**config.mk**
```make
export PLATFORM = sky130hd
export DESIGN_NAME = slt_ram
export DESIGN_NICKNAME = d
export VERILOG_FILES = /design/src/rtl/sorted_leaf_table_macros.svh /design/src/rtl/slt_ram.sv
export SDC_FILE = /design/constraint.sdc
export NUM_CORES = 2
export LEC_CHECK = 0
export CAP_MARGIN = 5
export CORE_ASPECT_RATIO = 1.4
export CORE_MARGIN = 3
export CORE_UTILIZATION = 44
export DETAILED_ROUTE_END_ITERATION = 12
export DONT_BUFFER_PORTS = 1
export MAX_ROUTING_LAYER = met4
export PLACE_DENSITY = 0.56
export SLEW_MARGIN = 10
export SYNTH_ARGS = -nofsm -noshare
export SYNTH_HDL_FRONTEND = slang
export SYNTH_SLANG_ARGS = --single-unit
```
**constraint.sdc**
```tcl
create_clock -name clk -period 8.7 [get_ports clk]
set_input_delay 0.435 -clock clk [delete_from_list [all_inputs] [get_ports clk]]
set_output_delay 0.435 -clock clk [all_outputs]
set_load 0.05 [all_outputs]
```
**src/rtl/sorted_leaf_table_macros.svh**
```systemverilog
// Assertion macros used by the sorted leaf table RTL.
`ifndef SORTED_LEAF_TABLE_MACROS_SVH
`define SORTED_LEAF_TABLE_MACROS_SVH

`ifndef SYNTHESIS
// same-cycle implication
`define SLT_ASSERT_IMPLIES(lbl, clk, rst_n, ante, cons) \
	lbl: assert property (@(posedge clk) disable iff (!rst_n) (ante) |-> (cons)) \
		else $error("sorted_leaf_table: check failed");
// next-cycle implication
`define SLT_ASSERT_NEXT(lbl, clk, rst_n, ante, cons) \
	lbl: assert property (@(posedge clk) disable iff (!rst_n) (ante) |=> (cons)) \
		else $error("sorted_leaf_table: check failed");
`else
`define SLT_ASSERT_IMPLIES(lbl, clk, rst_n, ante, cons)
`define SLT_ASSERT_NEXT(lbl, clk, rst_n, ante, cons)
`endif

`endif

```
**src/rtl/slt_ram.sv**
```systemverilog
// Entry memory: one write port, one read port with registered data.
module slt_ram #(
	parameter int DATA_W = 128,
	parameter int DEPTH  = 32,
	localparam int AW    = $clog2(DEPTH)
) (
	input  logic              clk,
	input  logic              we,
	input  logic [AW-1:0]     waddr,
	input  logic [DATA_W-1:0] wdata,
	input  logic              re,
	input  logic [AW-1:0]     raddr,
	output logic [DATA_W-1:0] rdata
);

	logic [DATA_W-1:0] mem_q [DEPTH];

	always_ff @(posedge clk) begin
		if (we) begin
			mem_q[waddr] <= wdata;
		end
		if (re) begin
			rdata <= mem_q[raddr];
		end
	end

endmodule

```
* Yosys cells after proc, flatten, opt, wreduce, memory -nomap -nowiden
Memories as Yosys holds them, arrays and structs flattened. A register that Yosys moved wholly into a read port is not among the register bits. Index checks and enable logic that the tools add are counted.
Storage, ports and cells: register bits after elaboration 0, RAM bits 4096, input bits 141, output and inout bits 128, logic and storage cells 3, memories 1
Memory list:
- mem_q | depth 32, bits a word 128, read ports 1, clocked after memory_dff 1, wr ports 1, line slt_ram.sv:16 | logic [DATA_W-1:0] mem_q [DEPTH];
Cells by class: muxes and demuxes 2
Operators with widths (number):
- $mux 1 | 2

* Depth between registers and ports, before layout
depth in word-level cells 2, gate-level depth with buffers 9, mapped depth without buffers 4

* Worst setup path before layout
OpenSTA, ideal clock, no wires.
path kind input -> register, start in waddr[1], end mem mem_q[12][0], enable pin, setup time 0.617 ns, data arrival time 6.416 ns, required time 8.083 ns, slack 1.667 ns, stages 3, buffers on the path 1, path through or3b_2 -> clkbuf_1 -> nor2_1
RTL lines:
- start, declared | line slt_ram.sv:9 | input logic [AW-1:0] waddr,
- end, declared | line slt_ram.sv:16
No word-level cell before the write port.

==> flow_metrics.env <==
export IMPL_run_status="finished, violations left"
export IMPL_failed_checks="max-slew violations"
export IMPL_final_util_pct=50.0
export IMPL_synth_top_cell_area_share_pct=81.0
export IMPL_dp_slack_ns=3.47
export IMPL_cts_sinks=4224
export IMPL_worst_ep_required_time_ns=9.35
export IMPL_layout_cells_most_common="sky130_fd_sc_hd__edfxtp_1"
export IMPL_drt_drc_violations_left=0
export IMPL_worstSetupPathType="in -> reg"
export IMPL_final_cells=11800
export IMPL_cts_root_buf="sky130_fd_sc_hd__clkbuf_16"
export IMPL_cp_arrival_ns=4.91
export IMPL_holdCritPathClass="in -> reg"
export IMPL_routed_wirelength_um=425000
export IMPL_period_utilization_post_route_pct=48.9
export IMPL_worst_setup_path_start_kind="primary input"
export IMPL_finish_instance_area_um2=177000
export IMPL_timing_final_setup_violations=0
export IMPL_floorplan_core_area_um2=353000
export IMPL_max_slew_margin_rel_pct=-39.6
export IMPL_ys_flop_type="sky130_fd_sc_hd__edfxtp_1"
export IMPL_detailed_placer_s_ending_hpwl_um=191000
export IMPL_yosysUniqueCellTypes=27
export IMPL_clk_pin_slew_ns=0.06
export IMPL_final_hold_viol_count=0
export IMPL_critPathCaptureType="register"
export IMPL_postSynthNetCount=6581
export IMPL_max_clock_path_buffers=4
export IMPL_place_port_buffers=0
export IMPL_totalNegativeSetupSlack_ns=0
export IMPL_via_per_inst=6.18
export IMPL_cellPowerDensity_nw_per_um2=237
export IMPL_grt_max_degree=1093
export IMPL_netlist_top_cell_by_area="sky130_fd_sc_hd__edfxtp_1"
export IMPL_yosysWarningCount=0
export IMPL_dpl_cell_area_um2=162000
export IMPL_antenna_found_initial=62
export IMPL_clock_fmax_ghz=0.235
export IMPL_fp_dieArea_um2=363000
export IMPL_cts_max_level=5
export IMPL_num_rows=258
export IMPL_synth_edff_count=4224
export IMPL_initial_utilization_pct=44.3
export IMPL_grt_pass1_vias=76000
export IMPL_rsz_0062_raised_after_global_routing="false"
export IMPL_synth_seq_cells=4224
export IMPL_synthesis_area_per_instance_um2=24.3
export IMPL_multi_input_area_um2=28100
export IMPL_layout_area_seq_um2=127000
export IMPL_postRouteAntennaNets=0
export IMPL_place_congestion=0.729
export IMPL_max_rail_drop_vdd_uv=169
export IMPL_period_needed_ns=4.26
export IMPL_placed_cells=10900
export IMPL_final_cell_mix="sky130_fd_sc_hd__edfxtp_1, sky130_fd_sc_hd__mux4_2, sky130_fd_sc_hd__o22ai_1, sky130_fd_sc_hd__clkbuf_16, sky130_fd_sc_hd__mux2i_1"
export IMPL_chipWidth_um=510
export IMPL_cts_resizes=0
export IMPL_wl_per_cell_um=36.0
export IMPL_grt_overflow_total=0
export IMPL_io_pins=269
export IMPL_async_reset_ff_share_pct=0
export IMPL_fill_cells=27700
export IMPL_clock_skew_final_ns=0.0419
export IMPL_syn2layout_area_growth_pct=12.9
export IMPL_post_synthesis_instance_area_um2=157000
export IMPL_ratio_of_cells_with_drive_above_1_in_the_final_layout_pct=24.4
export IMPL_global_route_wire_length_before_repair_um=593000
export IMPL_die_height_um=712
export IMPL_layout_nets=6920
export IMPL_drtIter0Drc=9355
export IMPL_drv_slew=444
export IMPL_clock_insertion_delay_worst_skew_ns=0.93
export IMPL_netlist_instances=6440
export IMPL_cap_viol_max_count=0
export IMPL_grt_usage_pct=23.9
export IMPL_tritoncts_num_buffers=401
export IMPL_tritoncts="done"
export IMPL_path_max_fanout=128
export IMPL_tightest_slew_ns=2.09
export IMPL_drt_pass1_iter_count=5
export IMPL_cellLeakagePower_uw=0.0540
export IMPL_synth_yosys_seq_area_share_pct=81.0
export IMPL_via_count=73000
export IMPL_post_route_worst_setup_slack_ns=4.44
export IMPL_synth_top_cells_by_area="sky130_fd_sc_hd__edfxtp_1, sky130_fd_sc_hd__mux4_2, sky130_fd_sc_hd__o22ai_1"
path summary, 6_finish.rpt:
check / from / end / slack (ns) / cells after the start
min: re / rdata[14] / 0.09 / 1
min reg2reg: mem_q[26][40] / rdata[40] / 0.78 / 3
max: raddr[0] / rdata[59] / 4.44 / 9
max reg2reg: mem_q[25][69] / rdata[69] / 6.55 / 3
stage by stage:
| stage | total power, uW | hold WS [ns] |
|---|---|---|
| after floorplan | 24400 | 0.534 |
| after global placement | 24800 | 0.535 |
| after detailed placement | 24800 | 0.535 |
| after CTS | 42200 | 0.0408 |
| after global routing | 43100 | 0.0958 |
| final | 41900 | 0.0878 |
cells in the mapped netlist (6+ instances only):
library cell               count
sky130_fd_sc_hd__a22oi_1     102
sky130_fd_sc_hd__buf_1        44
sky130_fd_sc_hd__buf_2        94
sky130_fd_sc_hd__buf_4        67
sky130_fd_sc_hd__buf_6        30
sky130_fd_sc_hd__clkbuf_1    108
sky130_fd_sc_hd__clkbuf_4      9
sky130_fd_sc_hd__edfxtp_1   4224
sky130_fd_sc_hd__mux2i_1     136
sky130_fd_sc_hd__mux4_2      956
sky130_fd_sc_hd__nand3_1      37
sky130_fd_sc_hd__nand3b_1      6
sky130_fd_sc_hd__nand4_1      17
sky130_fd_sc_hd__nor2_1       35
sky130_fd_sc_hd__nor4_1      111
sky130_fd_sc_hd__o22ai_1     444
cell type report:
cell class	instances	share of cell area, %
tap	4680	3.31
antenna	33	0.0467
timing repair buffer	288	1.77
clock buffer	478	5.94
sequential	4224	71.8
clock inverter	240	1.26
multi-input combinational	1864	15.9
report_power, final:
part	switching [uW]	internal, uW	leakage [uW]
registers	309	22700	0.0381
clock network	7540	9700	0.00622
logic	972	673	0.00964
logic make-up (layout without fill, tap and decap cells):
logic type / count (synthesis) / in the layout / share of synthesized area, %
AOI/OAI and AO/OA: 546 / 546 / 2.26
buffers and inverters: 352 / 1006 / 1.25
DFF: 4224 / 4224 / 81.0
muxes: 1092 / 1092 / 14.6
other: 0 / 33 / 0
and+or+nand+nor: 226 / 226 / 0.825
critical path, cell delays in order:
cell and delay [ns]:
sky130_fd_sc_hd__buf_16 0.66, sky130_fd_sc_hd__buf_16 0.44, sky130_fd_sc_hd__buf_16 0.62, sky130_fd_sc_hd__buf_16 0.37
sky130_fd_sc_hd__buf_16 0.55, sky130_fd_sc_hd__and2_2 1.00, sky130_fd_sc_hd__a22oi_1 0.22, sky130_fd_sc_hd__nand3_1 0.15
sky130_fd_sc_hd__nand4_1 0.12
what timing repair did:
item | CTS | global route
endpoints found under the hold margin | 4195 | 0
buffers inserted | 0 | 0
hold buffers | 133 | 0
state kept, by name, indices dropped and copies added (netlist names):
register  flops
mem_q      4096
rdata       128
layer usage:
layer	up-vias	share of wire, %	track usage [%]	wire, um
li1	28900	-	-	-
met1	40800	42	33.5	176000
met4	0	1.8	4.30	7460
met2	2852	50	38.2	211000
met5	-	0	-	0
met3	506	7.1	3.45	30100
Note: power is estimated with default switching activity, not from simulation.
