## src/rtl/sorted_leaf_table_macros.svh

```systemverilog
// Assertion macros used by the sorted leaf table RTL.
`ifndef SORTED_LEAF_TABLE_MACROS_SVH
`define SORTED_LEAF_TABLE_MACROS_SVH

`ifndef SYNTHESIS
// same-cycle implication
`define SLT_ASSERT_IMPLIES(lbl, clk, rst_n, ante, cons) \
	lbl: assert property (@(posedge clk) disable iff (!rst_n) (ante) |-> (cons)) \
		else $error("sorted_leaf_table: check failed");
// next-cycle implication
`define SLT_ASSERT_NEXT(lbl, clk, rst_n, ante, cons) \
	lbl: assert property (@(posedge clk) disable iff (!rst_n) (ante) |=> (cons)) \
		else $error("sorted_leaf_table: check failed");
`else
`define SLT_ASSERT_IMPLIES(lbl, clk, rst_n, ante, cons)
`define SLT_ASSERT_NEXT(lbl, clk, rst_n, ante, cons)
`endif

`endif

```

## src/rtl/slt_pkg.sv

```systemverilog
// Shared types and constants of the sorted leaf table.
package slt_pkg;

	localparam int CAPACITY = 32;
	localparam int ADDR_W   = $clog2(CAPACITY);
	localparam int CNT_W    = 6;
	localparam int KEY_W    = 64;
	localparam int VAL_W    = 64;
	localparam int LINK_W   = 32;
	localparam int ENTRY_W  = KEY_W + VAL_W;

	typedef enum logic [1:0] {
		KIND_LOOKUP = 2'd0,
		KIND_INSERT = 2'd1,
		KIND_SPLIT  = 2'd2
	} kind_t;

	typedef enum logic [2:0] {
		ST_OK        = 3'd0,
		ST_NOT_FOUND = 3'd1,
		ST_DUP       = 3'd2,
		ST_FULL      = 3'd3,
		ST_EMPTY     = 3'd4
	} status_t;

	typedef struct packed {
		logic lt;
		logic eq;
	} cmp_t;

endpackage

```

## src/rtl/slt_keycmp.sv

```systemverilog
// Shared signed key comparator used by every search step.
module slt_keycmp (
	input  logic signed [slt_pkg::KEY_W-1:0] a,
	input  logic signed [slt_pkg::KEY_W-1:0] b,
	output slt_pkg::cmp_t                    res
);

	import slt_pkg::*;

	always_comb begin
		res.lt = a < b;
		res.eq = a == b;
	end

endmodule
```

## config.mk

```make
export PLATFORM = sky130hd
export DESIGN_NAME = slt_keycmp
export DESIGN_NICKNAME = d
export VERILOG_FILES = /design/src/rtl/sorted_leaf_table_macros.svh /design/src/rtl/slt_pkg.sv /design/src/rtl/slt_keycmp.sv
export SDC_FILE = /design/constraint.sdc
export NUM_CORES = 1
export LEC_CHECK = 0
export BUFFER_PORTS_ARGS = -buffer_cell sky130_fd_sc_hd__buf_2
export CAP_MARGIN = 20
export CORE_AREA = 4 4 68 70
export DETAILED_ROUTE_END_ITERATION = 16
export DIE_AREA = 0 0 72 74
export GPL_TIMING_DRIVEN = 0
export PLACE_DENSITY = 0.93
export SLEW_MARGIN = 0
export SYNTH_ARGS = -nofsm -noshare
export SYNTH_HDL_FRONTEND = slang
export SYNTH_SLANG_ARGS = --single-unit
export TNS_END_PERCENT = 50
```

## constraint.sdc

```tcl
create_clock -name vclk -period 2.7
set_clock_uncertainty 0.15 [all_clocks]
set_input_delay 0.27 -clock vclk [all_inputs]
set_output_delay 0.27 -clock vclk [all_outputs]
set_load 0.05 [all_outputs]
```

== After elaboration in Yosys (flattened, before gate mapping) ==
Index checks and enable logic that the tools add are counted.
Operators by class
  magnitude comparators: 1
  eq/ne operators: 1
Operators with widths (count)
  == test 64 bit: 1
  less-than comparator 64 bit: 1
Word-level totals
  register bits after elaboration: 0
  input port bits: 128
  output and inout bits: 2
  word-level logic and storage cells: 2

== Depth between registers and ports, before layout ==
Gate-level depths: netlist (run 1).
  depth after elaboration: 1
  depth in mapped cells: 8
  gate-level depth less buffers: 8

== Worst setup path after synthesis (run 1) ==
OpenSTA, ideal clock, no wires.
  path kind: input to output
  start: input port b[63] (netlist name)
  end: output port res[0] (netlist name)
  arrival: 2.817 ns
  path slack: -0.537 ns
  cell stages on the path: 7
  cells stage by stage: inv_1 ha_1 nand4_1 nor4_1 and3_1 nand3_1 nor4_1
RTL lines
  start, declared: line slt_keycmp.sv:4  | input logic signed [slt_pkg::KEY_W-1:0] b,
  end, declared: line slt_keycmp.sv:5  | output slt_pkg::cmp_t res

==> results.json, run 1 <==
{
  "power.internal_uw": 173,
  "path_buf_inv": 2,
  "sequential_cell_area_sq_um": 0,
  "pwr-share-comb_pct": 100.0,
  "num_rows": 23,
  "end_kind": "primary output",
  "post_cts_setup_repair_buffer_count": 0,
  "synth_largest_type_area_fraction_pct": 49.0,
  "drt-initial-drc-count": 21,
  "remaining_antenna_violation_count_after_routing": 0,
  "total_power_uw": 339,
  "synth_area_sq_mm": 0.00163,
  "crit_path_cell_trace": "buf_2, ha_1, a21o_1, a21o_1, a221oi_2, o221ai_1, a221oi_2, xnor2_1, buf_4",
  "flow.area_growth_from_synthesis_pct": 45.0,
  "worst_pin_slew_ns": 0.412,
  "design.seq.count": 0,
  "share_seq_of_total_power_pct": 0,
  "min_period_over_period_pct": 94.1,
  "hold_ws_ns": 0.950,
  "clk_pwr_share_pct": 0,
  "synthDistinctLibCells": 28,
  "cp-start-kind": "input pin",
  "rsz0062_at_grt": "no",
  "global_route.overflow_total": 0,
  "utilization_pct": 59.6,
  "drt_drc_violations_left": 0,
  "ys_top_cells_by_area": "sky130_fd_sc_hd__ha_1 (49%), sky130_fd_sc_hd__inv_1 (15%), sky130_fd_sc_hd__a21oi_1 (7.7%), sky130_fd_sc_hd__nand4_1 (4.2%), sky130_fd_sc_hd__nand2_1 (4.1%)",
  "drv_cap": 0,
  "power_leakage_uw": 0.00154,
  "number_of_vias_after_detailed_routing": 2013,
  "floorplan.die_area_sq_mm": 0.00533,
  "first_global_vias": 2031,
  "most_area_hungry_cell_type_in_the_yosys_netlist": "sky130_fd_sc_hd__ha_1",
  "yosysMostFrequentCell": "sky130_fd_sc_hd__inv_1",
  "antenna_violations_before_repair": 0,
  "wire_length_per_cell_um": 11.4,
  "portBuffers": 130,
  "path_max_fanout": 3,
  "synth_warn": 0,
  "sw_frac_of_total_pct": 49.0,
  "hpwl_after_dpl_mm": 4.54,
  "worstSetupPathType": "in2out",
  "clock.fmax_ghz": 0.394,
  "power_per_cell_area_mw_per_mm2": 143,
  "post_synth_inst_count": 232,
  "period_needed_ns": 2.54,
  "start_util_pct": 41.1,
  "final.clkbuf_count": 0,
  "cts_hold_buffers": 0,
  "drive_gt1_share_pct": 37.8,
  "max-slew-margin-rel_pct": 72.3,
  "vias_per_cell": 4.89,
  "crit_required_ns": 2.28,
  "synth_sequential_area_ratio_pct": 0,
  "holdCritPathClass": "in2out",
  "gr_util_all_layers_pct": 16.0,
  "power.net_switching_uw": 166,
  "antenna_cells": 0,
  "syn_avg_cell_area_sq_um": 7.04,
  "fin_nets": 556,
  "place_congestion": 0.821,
  "finalHoldViolCount": 0,
  "kind_of_cell_with_the_highest_combined_delay_on_the_critical_path": "compound AO/OA/AOI/OAI gates",
  "core_region_area_sq_mm": 0.00397,
  "route.final.wire_length_mm": 4.72,
  "final_max_slew_viol_count": 0,
  "ios": 130,
  "chipHeight_um": 74,
  "most_common_library_cells_after_synthesis": "sky130_fd_sc_hd__inv_1 (66), sky130_fd_sc_hd__ha_1 (64), sky130_fd_sc_hd__a21oi_1 (25), sky130_fd_sc_hd__nand2_1 (18), sky130_fd_sc_hd__nand4_1 (11)",
  "worst_path_max_delay_cell": "sky130_fd_sc_hd__ha_1",
  "drtPass1Iterations": 4,
  "cp.arrival_ns": 2.12,
  "placed_cell_area_sq_mm": 0.00235,
  "finalSetupViolations": 0,
  "finalInstanceArea_sq_mm": 0.00237,
  "outcome": "complete, no violations",
  "grt_first_pass_wirelength_mm": 7.27,
  "synth_fp_nets": 424,
  "floorplan.die.width_um": 72,
  "grt_start_max_net_pins": 5,
  "worst_ir_drop_vdd_uv": 70.4,
  "critical-path-max-stage-delay_ns": 0.32
}
stage by stage:
step           instances  setup TNS (ns)  setup slack (ns)
2_1_floorplan        232         -0.0754           -0.0754
3_3_place_gp         412         -0.0267           -0.0267
3_5_place_dp         412         -0.0768           -0.0768
4_1_cts              412               0            0.0352
5_1_grt              412               0           0.00288
6_report             412               0             0.159
power by group through the flow:
| stage | clock, uW | combinational, uW | sequential [uW] |
|---|---|---|---|
| floorplan | 0 | 192 | 0 |
| global placement | 0 | 319 | 0 |
| detailed placement | 0 | 335 | 0 |
| CTS | 0 | 341 | 0 |
| global route | 0 | 391 | 0 |
| finish | 0 | 339 | 0 |
worst paths after layout:
path / startpoint / endpoint / slack, ns / depth (start not counted)
max: a[21] / res[1] / 0.16 / 9
min: a[63] / res[1] / 0.95 / 4
cells by family after synthesis:
family,after synthesis,share of synthesized area (%)
xor+xnor,1,0.536
compound gates,51,19.5
buf+inv,66,15.2
simple gates,50,15.7
fa+ha+maj,64,49.0
layout by cell type, fill, tap and decap left out, drive strengths merged:
| cell type | count |
|---|---|
| nand2b | 1 |
| a21o | 3 |
| o211a | 1 |
| and3 | 2 |
| and4 | 2 |
| a2111oi | 1 |
| a221oi | 4 |
| ha | 64 |
| o21a | 2 |
| nand3 | 4 |
| nand2 | 18 |
| nor2 | 5 |
| a21oi | 25 |
| o221ai | 1 |
| buf | 130 |
| a211oi | 2 |
| nor3 | 2 |
| o21ai | 10 |
| nor2b | 1 |
| inv | 66 |
| or4 | 1 |
| nand4 | 11 |
| nor4 | 3 |
| o32ai | 1 |
| xnor2 | 1 |
| o211ai | 1 |
per-layer routing:
metal / wire length [um] / share of wire (%) / GRT usage, %
met1: 1770 / 37 / 15.7
met2: 2440 / 52 / 34.7
met3: 401 / 8.5 / 2.16
met4: 109 / 2.3 / 3.55
met5: 0 / 0 / 0
repair_timing:
| action | CTS | global route |
|---|---|---|
| pin swaps | 0 | 1 |
| setup endpoints to repair | 1 | 1 |
| resized for setup | 2 | 2 |
cell type report:
cell class / count / area, sq um
Inverter: 66 / 248
Timing Repair Buffer: 130 / 653
Multi-Input combinational cell: 166 / 1400
Fill cell: 362 / 1600
Tap cell: 50 / 62.6
Power figures use the tool's default switching activity.
==> inputs of run 2 (changes only) <==
PLACE_DENSITY = 0.82   (was 0.93)
==> run 2 against run 1 <==
  * Maximum frequency rose by 0.86%
  * Combinational power fell by 1%
  * Sequential share of layout area did not move
  * Wire length fell by 4.5%
  * Clock-buffer cell count did not move
  * Critical path type unchanged
  * Highest routed layer is now met3
==> results.json, run 2 (synthesis gave the netlist of run 1 again) <==
{
  "critical-path-max-stage-delay_ns": 0.58,
  "route.final.wire_length_mm": 4.50,
  "grt_first_pass_wirelength_mm": 7.29,
  "floorplan.die_area_sq_mm": 0.00533,
  "most-common-layout-cells": "sky130_fd_sc_hd__buf_2 (129), sky130_fd_sc_hd__inv_1 (66), sky130_fd_sc_hd__ha_1 (64)",
  "flow.area_growth_from_synthesis_pct": 45.3,
  "utilization_pct": 59.7,
  "total_power_uw": 334,
  "period_needed_ns": 2.52,
  "n_fill_cell": 375,
  "grt_use_met2_pct": 35.2,
  "num_rows": 23,
  "final_max_slew_viol_count": 0,
  "wire_length_per_cell_um": 10.9,
  "cp.arrival_ns": 2.10,
  "core_region_area_sq_mm": 0.00397,
  "cp-start-kind": "input pin",
  "power_leakage_uw": 0.00154,
  "crit_required_ns": 2.28,
  "hold-path-endpoint": "res[1]",
  "antenna_cells": 0,
  "pwr-share-comb_pct": 100.0,
  "post_cts_setup_repair_buffer_count": 0,
  "power.net_switching_uw": 162,
  "layout.cells.non_filler": 412,
  "gr_util_all_layers_pct": 16.0,
  "remaining_antenna_violation_count_after_routing": 0,
  "global_route.overflow_total": 0,
  "max-slew-margin-rel_pct": 78.1,
  "grt_start_max_net_pins": 5,
  "finalHoldViolCount": 0,
  "hold_ws_ns": 0.938,
  "design.seq.count": 0,
  "clock.fmax_ghz": 0.397,
  "finalSetupViolations": 0,
  "worst_hold_path.num_cells": 4,
  "power_per_cell_area_mw_per_mm2": 141,
  "vias_per_cell": 4.83,
  "number_of_vias_after_detailed_routing": 1989,
  "share_seq_of_total_power_pct": 0,
  "drt-initial-drc-count": 22,
  "worst_pin_slew_ns": 0.326,
  "path_max_fanout": 3,
  "place_congestion": 0.805,
  "sw_frac_of_total_pct": 48.6,
  "globalRoute.busiestLayer": "met2",
  "ios": 130,
  "final.setup.worst_slack_ns": 0.181,
  "holdCritPathClass": "in2out",
  "path_buf_inv": 2,
  "cts_hold_buffers": 0,
  "worst_path_max_delay_cell": "sky130_fd_sc_hd__or4_1",
  "final.clkbuf_count": 0,
  "end_kind": "primary output",
  "met3_demand_to_capacity_share_in_global_routing_pct": 1.89,
  "drv_cap": 0,
  "fin_nets": 556,
  "chipHeight_um": 74,
  "gr-usage-met1_pct": 16.6,
  "worst_ir_drop_vdd_uv": 62.1,
  "portBuffers": 130,
  "floorplan.die.width_um": 72,
  "commonest_non_fill_non_tap_cell_in_the_layout": "sky130_fd_sc_hd__buf_2",
  "worstHoldStart": "a[63]",
  "detailedPlace.worstSlack_ns": 0.0343,
  "power.internal_uw": 172,
  "sequential_cell_area_sq_um": 0,
  "placedCellCount": 412,
  "min_period_over_period_pct": 93.3,
  "post_cts_resize_count": 0,
  "outcome": "complete, no violations",
  "drtPass1Iterations": 4,
  "crit_path_cell_trace": "buf_2, ha_1, nand4_1, or4_1, o211ai_1, a221oi_2, xnor2_1, buf_4",
  "clk_pwr_share_pct": 0,
  "drt_drc_violations_left": 0,
  "first_global_vias": 2006,
  "kind_of_cell_with_the_highest_combined_delay_on_the_critical_path": "simple AND/OR/NAND/NOR gates",
  "antenna_violations_before_repair": 0,
  "worstSetupPathType": "in2out",
  "start_util_pct": 41.1,
  "hpwl_after_dpl_mm": 4.35,
  "drive_gt1_share_pct": 38.1
}
## run 2: cell counts in the layout (fill, tap and decap cells not counted)
No cell type changed its count.
## run 2: final cells by class
cell class         instances  area, sq um  share of cell area [%]
well taps                 50         62.6                    2.64
repair buffers           130          653                    27.5
multi-input cells        166         1410                    59.4
inverters                 66          248                    10.4
## run 2: power by group through the flow
| stage | logic, uW | registers [uW] | clock network [uW] |
|---|---|---|---|
| 2_1_floorplan | 192 | 0 | 0 |
| 3_3_place_gp | 319 | 0 | 0 |
| 3_5_place_dp | 332 | 0 | 0 |
| 4_1_cts | 334 | 0 | 0 |
| 5_1_grt | 386 | 0 | 0 |
| 6_report | 334 | 0 | 0 |
## run 2: per-layer routing
layer	wire length (um)	vias to the layer above
met3	416	0
met5	0	-
met1	1700	848
met4	0	0
li1	-	1070
met2	2380	71
## run 2: tightest hold or removal path, cell delays in order
cell	delay, ns
sky130_fd_sc_hd__buf_2	0.08
sky130_fd_sc_hd__ha_1	0.19
sky130_fd_sc_hd__xnor2_1	0.09
sky130_fd_sc_hd__buf_4	0.18
## run 2: how the worst max path moves through the flow
stage | startpoint | end | slack, ns | depth (start not counted)
detailed placement | a[45] | res[1] | 0.03 | 9
finish | a[11] | res[1] | 0.18 | 8
floorplan | b[11] | res[1] | -0.08 | 7
global placement | a[63] | res[1] | 0.04 | 9
global route | b[63] | res[0] | -0.02 | 9
CTS | a[45] | res[1] | 0.06 | 9
## run 2: stage by stage
| step | cell area, sq um | setup TNS, ns |
|---|---|---|
| final | 2370 | 0 |
| after global routing | 2370 | -0.0150 |
| after CTS | 2350 | 0 |
| after detailed placement | 2350 | 0 |
| after global placement | 2350 | 0 |
| after floorplan | 1640 | -0.0754 |
==> inputs of run 3 (changes only) <==
CELL_PAD_IN_SITES_DETAIL_PLACEMENT = 1   (was not set)
CELL_PAD_IN_SITES_GLOBAL_PLACEMENT = 1   (was not set)
CORE_AREA = 4 4 83 85   (was 4 4 68 70)
DIE_AREA = 0 0 87 89   (was 0 0 72 74)
PLACE_DENSITY = not set   (was 0.82)
PLACE_DENSITY_LB_ADDON = 0.1   (was not set)
==> run 3 against run 2 <==
  * Cell count grew 7.0%
  * Global-route usage shrank 3.3 points
  * Via count grew 1.2%
  * Total power increased by 4.6%
  * Die area is 45% higher
  * Clock-buffer cell count stayed put
  * Maximum frequency down 0.79%
  * Critical path type unchanged
  * Largest cell class unchanged
==> results.json, run 3 (synthesis gave the netlist of run 1 again) <==
{
  "min_period_over_period_pct": 94.1,
  "start_util_pct": 26.3,
  "drv_cap": 0,
  "end_kind": "primary output",
  "floorplan.die.width_um": 87,
  "grt_first_pass_wirelength_mm": 8.42,
  "area_occupied_by_multi_input_gates_sq_mm": 0.00147,
  "holdCritPathClass": "in2out",
  "vias_per_cell": 4.56,
  "clock.fmax_ghz": 0.394,
  "floorplan.die_area_sq_mm": 0.00774,
  "portBuffers": 130,
  "power_leakage_uw": 0.00157,
  "critical-path-max-stage-delay_ns": 0.55,
  "period_needed_ns": 2.54,
  "grt_start_max_net_pins": 5,
  "kind_of_cell_with_the_highest_combined_delay_on_the_critical_path": "simple AND/OR/NAND/NOR gates",
  "global_route.overflow_total": 0,
  "cts_hold_buffers": 0,
  "place_congestion": 0.726,
  "drtPass1Iterations": 4,
  "worst_hold_path.num_cells": 4,
  "drive_gt1_share_pct": 40.1,
  "commonest_non_fill_non_tap_cell_in_the_layout": "sky130_fd_sc_hd__buf_2",
  "layout.cells.non_filler": 441,
  "cp-start-kind": "input pin",
  "crit_path_cell_trace": "buf_2, inv_1, ha_1, nand4_1, or4_4, o211ai_1, a221oi_2, xnor2_1, buf_4",
  "antenna_cells": 0,
  "ios": 130,
  "drt_drc_violations_left": 0,
  "utilization_pct": 39.9,
  "num_rows": 29,
  "n_fill_cell": 855,
  "path_max_fanout": 3,
  "number_of_vias_after_detailed_routing": 2012,
  "route.final.wire_length_mm": 5.17,
  "wire_length_per_cell_um": 11.7,
  "drt-initial-drc-count": 7,
  "final.clkbuf_count": 0,
  "worst_pin_slew_ns": 0.349,
  "detailedPlace.worstSlack_ns": -0.0568,
  "fin_nets": 558,
  "design.seq.count": 0,
  "worst_path_max_delay_cell": "sky130_fd_sc_hd__or4_4",
  "worst_ir_drop_vdd_uv": 64.7,
  "path_buf_inv": 3,
  "power_per_cell_area_mw_per_mm2": 141,
  "chipHeight_um": 89,
  "total_power_uw": 349,
  "worstSetupPathDepth": 9,
  "most-common-layout-cells": "sky130_fd_sc_hd__buf_2 (129), sky130_fd_sc_hd__inv_1 (66), sky130_fd_sc_hd__ha_1 (62)",
  "sequential_cell_area_sq_um": 0,
  "final.setup.worst_slack_ns": 0.160,
  "flow.area_growth_from_synthesis_pct": 51.7,
  "max-slew-margin-rel_pct": 76.5,
  "outcome": "complete, no violations",
  "gr_util_all_layers_pct": 12.8,
  "hpwl_after_dpl_mm": 5.01,
  "crit_required_ns": 2.28,
  "worstSetupPathType": "in2out",
  "first_global_vias": 2093,
  "remaining_antenna_violation_count_after_routing": 0,
  "finalInstanceArea_sq_mm": 0.00248,
  "core_region_area_sq_mm": 0.00620,
  "final_max_slew_viol_count": 0,
  "finalHoldViolCount": 0,
  "placedCellCount": 439,
  "placed_cell_area_sq_mm": 0.00239,
  "cp.arrival_ns": 2.12,
  "finalSetupViolations": 0,
  "antenna_violations_before_repair": 0
}
## run 3: metrics by stage
| stage | hold WS (ns) | TNS (ns) |
|---|---|---|
| finish | 0.949 | 0 |
| global route | 1.01 | -0.0324 |
| CTS | 0.968 | 0 |
| detailed placement | 0.976 | -0.0568 |
| global placement | 0.970 | 0 |
| floorplan | 0.767 | -0.0754 |
## run 3: layout make-up
cell class         instances  area share, %
repair buffers           132           27.0
inverters                 66           10.0
well taps                 77           3.89
multi-input cells        166           59.1
## run 3: report_power, final
group	switching [uW]	internal, uW
registers	0	0
clock network	0	0
logic	171	178
## run 3: final timing paths
path | start | end | slack [ns]
hold / removal | a[63] | res[1] | 0.95
setup / recovery | b[15] | res[1] | 0.16
## run 3: repair_timing
action / CTS / global route
setup endpoints to repair: 1 / 2
pin swaps: 0 / 14
buffers inserted: 0 / 2
gates resized for setup: 2 / 10
## run 3: layer usage
metal  vias to the layer above  share of wire (%)  GRT usage, %
met5                         -                  0             0
li1                       1071                  -             -
met3                         0                9.5          1.75
met2                        69                 51          25.5
met4                         0                  0             0
met1                       872                 39          15.2
